--- src/bfd_pkg.sv ---
// ----------------------------------------------------------------------------
// bfd_pkg
// Shared types and codes for the bootloader reply frame deframer.
// ----------------------------------------------------------------------------
`timescale 1ns / 1ps
`default_nettype none

package bfd_pkg;

  // position within a frame
  typedef enum logic [1:0] {
    PH_IDLE = 2'd0,
    PH_TYPE = 2'd1,
    PH_RESP = 2'd2,
    PH_BODY = 2'd3
  } phase_t;

  // frame status codes
  localparam logic [2:0] ST_OK          = 3'd0;
  localparam logic [2:0] ST_UNSUPPORTED = 3'd1;
  localparam logic [2:0] ST_WRITE_FAIL  = 3'd2;
  localparam logic [2:0] ST_READ_FAIL   = 3'd3;
  localparam logic [2:0] ST_OTHER_ERR   = 3'd4;
  localparam logic [2:0] ST_WRONG_TYPE  = 3'd5;
  localparam logic [2:0] ST_CHECKSUM    = 3'd6;
  localparam logic [2:0] ST_BAD_LENGTH  = 3'd7;

  // response codes carried in the frame
  localparam logic [7:0] RSP_OK          = 8'h00;
  localparam logic [7:0] RSP_UNSUPPORTED = 8'hff;
  localparam logic [7:0] RSP_WRITE_FAIL  = 8'hfe;
  localparam logic [7:0] RSP_READ_FAIL   = 8'hf9;

  // length byte covers type, response and checksum
  localparam logic [7:0] HDR_BYTES = 8'd3;

  function automatic logic [2:0] classify(input logic [7:0] check,
                                          input logic [7:0] rsp,
                                          input logic [7:0] typ,
                                          input logic [7:0] exp_type);
    logic [2:0] st;
    begin
      if (check != 8'h00) begin
        st = ST_CHECKSUM;
      end else begin
        unique case (rsp)
          RSP_OK:          st = (typ != exp_type) ? ST_WRONG_TYPE : ST_OK;
          RSP_UNSUPPORTED: st = ST_UNSUPPORTED;
          RSP_WRITE_FAIL:  st = ST_WRITE_FAIL;
          RSP_READ_FAIL:   st = ST_READ_FAIL;
          default:         st = ST_OTHER_ERR;
        endcase
      end
      return st;
    end
  endfunction

endpackage

`default_nettype wire

--- src/bootloader_frame_deframer.sv ---
// ----------------------------------------------------------------------------
// bootloader_frame_deframer
// Checks length-prefixed reply frames with an XOR checksum, one byte a beat,
// passes payload bytes through, reports status on a last or bad length byte.
// ----------------------------------------------------------------------------
//  channel   handshake                 payload
//  in        in_valid / in_stall       rx_byte
//  out       out_valid / out_stall     data_valid data_byte frame_end status
//                                      msg_type response_code payload_length
//  cfg       cfg_write_en              cfg_write_data (expected_type)
//
//  one beat per cycle sustained while out_stall is low; a byte's result is
//  registered in the result register as the byte leaves the input register.
//  the frame state advances as a byte moves from the input register to the
//  result register; stall on the output holds both registers.
//  rst is synchronous and clears the handshake and frame state.
// ----------------------------------------------------------------------------
`timescale 1ns / 1ps
`default_nettype none

module bootloader_frame_deframer
  import bfd_pkg::*;
(
  input  wire logic       clk,
  input  wire logic       rst,
  input  wire logic       cfg_write_en,
  input  wire logic [7:0] cfg_write_data,
  input  wire logic       in_valid,
  output logic            in_stall,
  input  wire logic [7:0] rx_byte,
  output logic            out_valid,
  input  wire logic       out_stall,
  output logic            data_valid,
  output logic [7:0]      data_byte,
  output logic            frame_end,
  output logic [2:0]      status,
  output logic [7:0]      msg_type,
  output logic [7:0]      response_code,
  output logic [7:0]      payload_length
);

  logic       in_reg_valid;
  logic [7:0] in_reg_byte;
  logic [7:0] expected_type;

  phase_t     phase,         phase_next;
  logic [7:0] bytes_left,    bytes_left_next;
  logic [7:0] running_xor,   running_xor_next;
  logic [7:0] held_type,     held_type_next;
  logic [7:0] held_response, held_response_next;
  logic [7:0] held_length,   held_length_next;

  logic       res_data_valid;
  logic [7:0] res_data_byte;
  logic       res_frame_end;
  logic [2:0] res_status;
  logic [7:0] res_msg_type;
  logic [7:0] res_response_code;
  logic [7:0] res_payload_length;

  logic       advance;
  logic [7:0] xor_with_byte;
  logic       last_byte;

  assign advance  = in_reg_valid && (!out_valid || !out_stall);
  assign in_stall = in_reg_valid && !advance;

  assign xor_with_byte = running_xor ^ in_reg_byte;
  assign last_byte     = (bytes_left <= 8'd1);

  always_ff @(posedge clk) begin
    if (rst) begin
      expected_type <= 8'h00;
    end else if (cfg_write_en) begin
      expected_type <= cfg_write_data;
    end
  end

  // input register
  always_ff @(posedge clk) begin
    if (rst) begin
      in_reg_valid <= 1'b0;
    end else if (in_valid && !in_stall) begin
      in_reg_valid <= 1'b1;
    end else if (advance) begin
      in_reg_valid <= 1'b0;
    end
  end

  always_ff @(posedge clk) begin
    if (in_valid && !in_stall) begin
      in_reg_byte <= rx_byte;
    end
  end

  // next frame state
  always_comb begin
    phase_next         = phase;
    bytes_left_next    = bytes_left;
    running_xor_next   = running_xor;
    held_type_next     = held_type;
    held_response_next = held_response;
    held_length_next   = held_length;
    unique case (phase)
      PH_IDLE: begin
        if (in_reg_byte >= HDR_BYTES) begin
          held_length_next = in_reg_byte;
          running_xor_next = in_reg_byte;
          bytes_left_next  = in_reg_byte;
          phase_next       = PH_TYPE;
        end
      end
      PH_TYPE: begin
        held_type_next   = in_reg_byte;
        running_xor_next = xor_with_byte;
        bytes_left_next  = bytes_left - 8'd1;
        phase_next       = PH_RESP;
      end
      PH_RESP: begin
        held_response_next = in_reg_byte;
        running_xor_next   = xor_with_byte;
        bytes_left_next    = bytes_left - 8'd1;
        phase_next         = PH_BODY;
      end
      PH_BODY: begin
        running_xor_next = xor_with_byte;
        if (last_byte) begin
          bytes_left_next = 8'd0;
          phase_next      = PH_IDLE;
        end else begin
          bytes_left_next = bytes_left - 8'd1;
        end
      end
      default: phase_next = PH_IDLE;
    endcase
  end

  // result of the byte in the input register
  always_comb begin
    res_data_valid     = 1'b0;
    res_data_byte      = 8'h00;
    res_frame_end      = 1'b0;
    res_status         = ST_OK;
    res_msg_type       = 8'h00;
    res_response_code  = 8'h00;
    res_payload_length = 8'h00;
    unique case (phase)
      PH_IDLE: begin
        if (in_reg_byte < HDR_BYTES) begin
          res_frame_end = 1'b1;
          res_status    = ST_BAD_LENGTH;
        end
      end
      PH_TYPE, PH_RESP: begin
      end
      PH_BODY: begin
        if (last_byte) begin
          res_frame_end      = 1'b1;
          res_status         = classify(xor_with_byte, held_response, held_type,
                                        expected_type);
          res_msg_type       = held_type;
          res_response_code  = held_response;
          res_payload_length = held_length - HDR_BYTES;
        end else begin
          res_data_valid = 1'b1;
          res_data_byte  = in_reg_byte;
        end
      end
      default: begin
      end
    endcase
  end

  always_ff @(posedge clk) begin
    if (rst) begin
      phase         <= PH_IDLE;
      bytes_left    <= 8'd0;
      running_xor   <= 8'd0;
      held_type     <= 8'd0;
      held_response <= 8'd0;
      held_length   <= 8'd0;
    end else if (advance) begin
      phase         <= phase_next;
      bytes_left    <= bytes_left_next;
      running_xor   <= running_xor_next;
      held_type     <= held_type_next;
      held_response <= held_response_next;
      held_length   <= held_length_next;
    end
  end

  // result register
  always_ff @(posedge clk) begin
    if (rst) begin
      out_valid <= 1'b0;
    end else if (advance) begin
      out_valid <= 1'b1;
    end else if (!out_stall) begin
      out_valid <= 1'b0;
    end
  end

  always_ff @(posedge clk) begin
    if (advance) begin
      data_valid     <= res_data_valid;
      data_byte      <= res_data_byte;
      frame_end      <= res_frame_end;
      status         <= res_status;
      msg_type       <= res_msg_type;
      response_code  <= res_response_code;
      payload_length <= res_payload_length;
    end
  end

endmodule

`default_nettype wire

--- config.mk ---
export PLATFORM = sky130hd
export DESIGN_NAME = bootloader_frame_deframer
export DESIGN_NICKNAME = d
export VERILOG_FILES = /design/src/bfd_pkg.sv /design/src/bootloader_frame_deframer.sv
export SDC_FILE = /design/constraint.sdc
export NUM_CORES = 1
export LEC_CHECK = 0
export BUFFER_PORTS_ARGS = -buffer_cell sky130_fd_sc_hd__buf_2
export CORE_MARGIN = 2
export CORE_UTILIZATION = 54
export CTS_BUF_LIST = sky130_fd_sc_hd__clkbuf_8
export DETAILED_ROUTE_END_ITERATION = 8
export PLACE_DENSITY = 0.88
export RECOVER_POWER = 100
export SYNTH_ARGS = -nofsm -noshare
export SYNTH_HDL_FRONTEND = slang
export SYNTH_SLANG_ARGS = --single-unit
--- constraint.sdc ---
create_clock -name clk -period 2.5 [get_ports clk]
set_input_delay 0.25 -clock clk [delete_from_list [all_inputs] [get_ports clk]]
set_output_delay 0.25 -clock clk [all_outputs]
set_load 0.02 [all_outputs]
==> key figures, run 1 <==
Outcome
  • Status: finished clean

Yosys
  • Synthesized net count: 451
  • Area of the mapped netlist: 0.00435 sq mm
  • Yosys warnings: 0
  • Cell variety after synth: 52
  • Multiplexer area fraction after synthesis: 2.76%
  • Post-synthesis adder-cell area fraction: 2.01%
  • Area fraction in compound gates after synthesis: 14.2%
  • Average size of a mapped cell: 10.3 sq um
  • Share of the yosys chip area belonging to registers: 55.0%
  • Number of flops mapped to enable cells by yosys: 45
  • Xor-xnor portion of the synthesized cell area: 4.43%
  • Proportion of register bits with asynchronous set or reset after synthesis: 0%
  • Synthesized-area fraction occupied by and/or/nand/nor cells: 17.5%
  • Largest family of logic cells by synthesized area: simple AND/OR/NAND/NOR gates
  • Total of flip-flops plus latches after synthesis: 97
  • Number of instances in the synthesized netlist: 423
  • Ys flop type: dfxtp_1

Floorplan
  • Horizontal extent of the die: 93.7 um
  • Number of ports placed on the die boundary: 60
  • Die extent in y: 93.7 um
  • Area of the die: 0.00878 sq mm
  • Area of the core: 0.00777 sq mm
  • Row count: 32
  • Starting utilization of the core area: 56.0%

Detailed routing
  • DR vias: 3397
  • Iteration-0 DRC count of the detailed router: 314
  • Final antenna-violating net count: 0
  • Detail-routed net length per standard cell: 15.6 um
  • Number of detailed-routing iterations run before antenna repair: 4
  • Wire length reported by the detailed router: 9.15 mm
  • DRC violations left: 0
  • Number of vias per cell after detailed routing: 5.80

STA
  • Timing-limited maximum frequency: 439 MHz
  • Unrepaired setup endpoints after global routing: no
  • Max-slew violation total from the final report: 0
  • Slew HR: 14.7%
  • Min Hold Slack: 56.8 ps
  • Minimum clock period after layout: 2280 ps
  • Total of endpoints with negative setup slack in the final report: 0
  • Final worst clock skew: 6.75 ps
  • Share of the cycle needed by the critical path after routing: 91.1%
  • Final hold violation count: 0
  • Fin Setup TNS: 0 ps
  • Measured slew at the worst slew-check pin: 1280 ps
  • Post-layout worst setup margin: 222 ps

Placement
  • HPWL after DPL: 6.39 mm
  • Final weighted congestion in routability-driven placement: 0.872
  • Number of buffer cells added on primary ports: 59
  • Post-Place Worst Slack: 277 ps
  • Area post-placement: 0.00476 sq mm

Setup path
  • Slowest CP cell: nor4_1
  • Critical Setup Path Class: register to register
  • Reg2Reg Setup Slack: 220 ps
  • Worst Path Arrival: 2470 ps
  • Startpoint of the worst register-to-register path: bytes_left[0]
  • Buffers and inverters on the worst path: 1
  • Maximum fanout along the worst path: 9
  • Slowest Stage Delay on Critical Path: 540 ps
  • Chain of cells forming the critical path: inv_1, ha_1, nor2_1, nor4_1, nand2_2, or3_1, o22ai_1
  • R2r worst-path depth: 7
  • Type of element capturing the critical path: register
  • Category of cells accounting for the largest share of critical-path delay: simple AND/OR/NAND/NOR gates
  • Critical register-to-register path endpoint: status[0]
  • Data required time at the worst endpoint: 2700 ps
  • Worst setup SP type: register

Finish
  • Flip-flop and latch area: 0.00239 sq mm
  • Area Growth Syn to Fin: 12.1%
  • Number of nets in the final layout: 508
  • Area of all placed cells without fillers: 0.00487 sq mm
  • Ant diodes: 0
  • Ratio of cells with drive above 1 in the final layout: 11.6%
  • Area of the multi-input gates: 0.00175 sq mm
  • Layout filler cell count: 634

Clocking
  • Clock buffer count from CTS: 9
  • Number of hold buffers added after cts: 0
  • Clock insertion delay at the later pin of the skew report: 360 ps
  • Clock tree buffer depth: 2
  • Maximum level of the CTS H-tree: 3
  • CTS tree: done
  • CTS root buf: clkbuf_8
  • Clock transition at the registers of the reported paths: 100 ps
  • Num Clock Sinks: 97
  • Cts repair resizes: 0
  • Number of post-CTS setup repair buffers: 0

GRT
  • Met2 capacity usage during global routing: 35.7%
  • Wire length of the first global-routing pass: 14.9 mm
  • Initial antenna violation count: 0
  • Met3 track demand over resource: 3.21%
  • Maximum number of pins on one net before global-route repair: 48
  • Global route total overflow: 0
  • Vias in the first global route: 3170
  • Layer with the highest usage: met2
  • Total routing resource utilization after global routing: 21.8%
  • Met1 Usage GRT: 27.9%

Power and ir drop
  • Pwr/cell area: 657 mW/mm^2
  • Worst voltage drop across the vdd grid: 0.397 mV
  • Static leakage: 1.91 nW
  • Design Power: 0.00320 W

Min path
  • Hold-critical path endpoint: in_reg_byte[2]
  • Worst min-delay path class: input pin to register
  • Number of cells on the worst hold path: 1
  • Origin of the worst min-delay path: rx_byte[2]

Flow run
  • Total of max-cap violations: 0
-- report_power, final --
part,internal [W],switching (W)
sequential,0.00172,0.0000552
combinational,0.000145,0.000247
clock,0.000473,0.000560
total,0.00234,0.000862
-- layer usage --
layer	wire length [um]	vias to the layer above	part of all wire, %
met2	4390	143	48
li1	-	1634	-
met5	0	-	0
met3	521	21	5.7
met4	240	0	2.6
met1	3990	1599	44
-- worst register-to-register path, delay by kind of cell (launching register included) --
kind / cells / cell delay (ps)
AOI/OAI and AO/OA: 1 / 130
adders and majority gates: 1 / 260
buffers and inverters: 1 / 110
DFF: 1 / 350
and+or+nand+nor: 4 / 1270
-- cells in the mapped netlist (5+ instances only) --
library cell  count  area, sq um
and3_1           18          113
edfxtp_1         45         1350
nor2_1           39          146
inv_1             9         33.8
a21oi_1          30          150
nand3_1          22          110
o21ai_0          22          110
nor4_1            6         37.5
ha_1              7         87.6
a22oi_1           8         60.1
and2_1            9         56.3
xnor2_1           5         43.8
xor2_1           17          149
nand2_1          40          150
clkbuf_1         22         82.6
mux2i_1          12          120
dfxtp_1          52         1040
-- final cells by class --
class                      instances  share of cell area, %
timing repair buffer              75                   7.70
tap                              102                   2.62
clock inverter                     6                   1.49
inverter                           9                  0.693
sequential                        97                   49.1
clock buffer                       9                   2.54
multi-input combinational        288                   35.9
-- metrics by stage --
step,utilization [%],std cells
after global routing,62.8,586
final,62.8,586
after floorplan,-,423
after detailed placement,61.3,571
after global placement,61.3,571
after CTS,63.8,586
-- cell families (layout without fill, tap and decap cells) --
family / after synthesis / in the layout
buf+inv: 38 / 99
xor+xnor: 22 / 22
simple gates: 153 / 153
flops: 97 / 97
fa+ha+maj: 7 / 7
mux: 12 / 12
compound gates: 94 / 94
-- cell usage in the layout (no fill, tap or decap), drive strengths merged, types with 5 or more instances in the layout --
cell and instances:
a21oi 30, a22oi 8, and2 10, and3 18
buf 35, clkbuf 49, dfxtp 52, edfxtp 45
ha 7, inv 13, mux2i 12, nand2 41
nand3 22, nor2 39, nor4 7, o21ai 23
xnor2 5, xor2 17
-- how the worst max path moves through the flow --
stage / start / end / slack, ps / cells after the start
2_1_floorplan: out_valid / data_byte[0] / 60 / 3
3_3_place_gp: bytes_left[0] / bytes_left[7] / 350 / 7
3_5_place_dp: bytes_left[0] / bytes_left[7] / 280 / 7
4_1_cts: bytes_left[0] / bytes_left[7] / 240 / 7
5_1_grt: bytes_left[0] / status[2] / 50 / 8
6_report: bytes_left[0] / status[0] / 220 / 7
No activity file was read; power rests on OpenSTA's default activity.
==> run 2: changes to the inputs <==
==> constraint.sdc (replaced) <==
create_clock -name clk -period 2.5 [get_ports clk]
set_input_delay 0 -clock clk [delete_from_list [all_inputs] [get_ports clk]]
set_output_delay 0 -clock clk [all_outputs]
set_load 0.02 [all_outputs]
==> run 2 against run 1 <==
Clock skew grew 6.3 ps. Highest routed layer unchanged. Combinational power rose by 7.1%. Largest power group unchanged. Non-clock buffer count increased by 21. Critical endpoint is now phase[0].
==> key figures, run 2 (synthesis results as in run 1) <==
STA
  • Fin Setup TNS: 0 ps
  • Timing-limited maximum frequency: 430 MHz
  • Minimum clock period after layout: 2320 ps
  • Slew HR: 40.8%
  • Post-layout worst setup margin: 177 ps
  • Unrepaired setup endpoints after global routing: no
  • Measured slew at the worst slew-check pin: 885 ps
  • Max-slew violation total from the final report: 0
  • Final hold violation count: 0
  • Final worst clock skew: 13.1 ps
  • Total of endpoints with negative setup slack in the final report: 0
  • Share of the cycle needed by the critical path after routing: 92.9%

Clocking
  • Clock transition at the registers of the reported paths: 90 ps
  • Clock insertion delay at the later pin of the skew report: 380 ps
  • Clock buffer count from CTS: 9
  • Clock tree buffer depth: 2
  • Num Clock Sinks: 97
  • CTS tree: done
  • Maximum level of the CTS H-tree: 3
  • CTS root buf: clkbuf_8
  • Cts repair resizes: 0
  • Number of post-CTS setup repair buffers: 0

Floorplan
  • Row count: 32
  • Starting utilization of the core area: 56.0%
  • Area of the core: 0.00777 sq mm
  • Number of ports placed on the die boundary: 60
  • Die extent in y: 93.7 um
  • Horizontal extent of the die: 93.7 um
  • Area of the die: 0.00878 sq mm

Setup path
  • Data required time at the worst endpoint: 2730 ps
  • Maximum fanout along the worst path: 11
  • Worst Path Arrival: 2550 ps
  • Critical Setup Path Class: register to register
  • Worst setup SP type: register
  • Type of element capturing the critical path: register

GRT
  • Global route total overflow: 0
  • Maximum number of pins on one net before global-route repair: 38
  • Total routing resource utilization after global routing: 23.7%
  • Wire length of the first global-routing pass: 15.9 mm
  • Vias in the first global route: 3276
  • Initial antenna violation count: 0

Finish
  • Area Growth Syn to Fin: 16.2%
  • Most frequent cells in the layout: dfxtp_1, edfxtp_1, clkbuf_1, nand2_1, nor2_1
  • Ratio of cells with drive above 1 in the final layout: 11.5%
  • Most common cell after layout, fill and taps aside: dfxtp_1
  • Number of nets in the final layout: 529
  • Ant diodes: 0

Detailed routing
  • DR vias: 3463
  • Number of vias per cell after detailed routing: 5.70
  • Number of detailed-routing iterations run before antenna repair: 5
  • DRC violations left: 0
  • Final antenna-violating net count: 0
  • Wire length reported by the detailed router: 9.94 mm
  • Detail-routed net length per standard cell: 16.3 um
  • Iteration-0 DRC count of the detailed router: 235

Placement
  • HPWL after DPL: 6.47 mm
  • Post-Place Worst Slack: 260 ps
  • Number of buffer cells added on primary ports: 59
  • Final weighted congestion in routability-driven placement: 0.912

Min path
  • Worst min-delay path class: input pin to register

Power and ir drop
  • Pwr/cell area: 630 mW/mm^2
  • Worst voltage drop across the vdd grid: 0.425 mV
  • Static leakage: 1.99 nW

Outcome
  • Status: finished clean

Flow run
  • Total of max-cap violations: 0
run 2: cell types whose count changed in the layout (fill, tap and decap cells not counted), moves of 2 or more:
cell and change:
buf_4 +2, clkbuf_8 +2, dlygate4sd3_1 +18, clkbuf_1 +2
run 2: final cells by class:
type                       instances  area, sq um
inverter                           9         33.8
fill                             593         2720
tap                              102          128
clock inverter                     5         36.3
clock buffer                      11          151
multi-input combinational        288         1750
sequential                        97         2390
timing repair buffer              96          558
run 2: final timing paths:
| path | slack, ps | depth (start not counted) | start | to |
|---|---|---|---|---|
| worst max register to register | 180 | 6 | in_reg_byte[5] | phase[0] |
| worst min-delay path | 70 | 3 | cfg_write_en | expected_type[4] |
| worst min register to register | 490 | 2 | held_length[7] | held_length[7] |
| worst max-delay path | 180 | 6 | in_reg_byte[5] | phase[0] |
run 2: through the flow:
step	util [%]	hold WS, ps	area [sq um]	cells	total power (W)
6_report	65.0	65.8	5050	608	0.00318
5_1_grt	65.0	75.8	5050	608	0.00330
4_1_cts	66.2	50.3	5140	608	0.00319
3_5_place_dp	61.4	178	4770	574	0.00221
3_3_place_gp	61.4	177	4770	574	0.00219
2_1_floorplan	-	98.9	4350	423	0.00209
run 2: layer usage:
layer / global-route usage (%) / wire length (um)
met2: 40.9 / 4930
met3: 4.49 / 687
met4: 11.1 / 263
met5: 0 / 0
met1: 28.6 / 4060
run 2: worst max-delay path, stage by stage, from the launching register on:
cell and delay (ps):
edfxtp_1 490, or4_1 500, o31ai_2 670, buf_4 290, nor2_1 60, o21ai_0 90
a21oi_1 80
run 2: timing repair:
| action | CTS | global route |
|---|---|---|
| setup endpoints to repair | 0 | 0 |
| endpoints found under the hold margin | 18 | 0 |
| hold buffers | 18 | 0 |
run 2: power breakdown:
group          switching [W]  leakage, nW  internal, W
Sequential         0.0000548        0.868      0.00172
Combinational       0.000257         1.02     0.000163
Clock               0.000565        0.100     0.000422
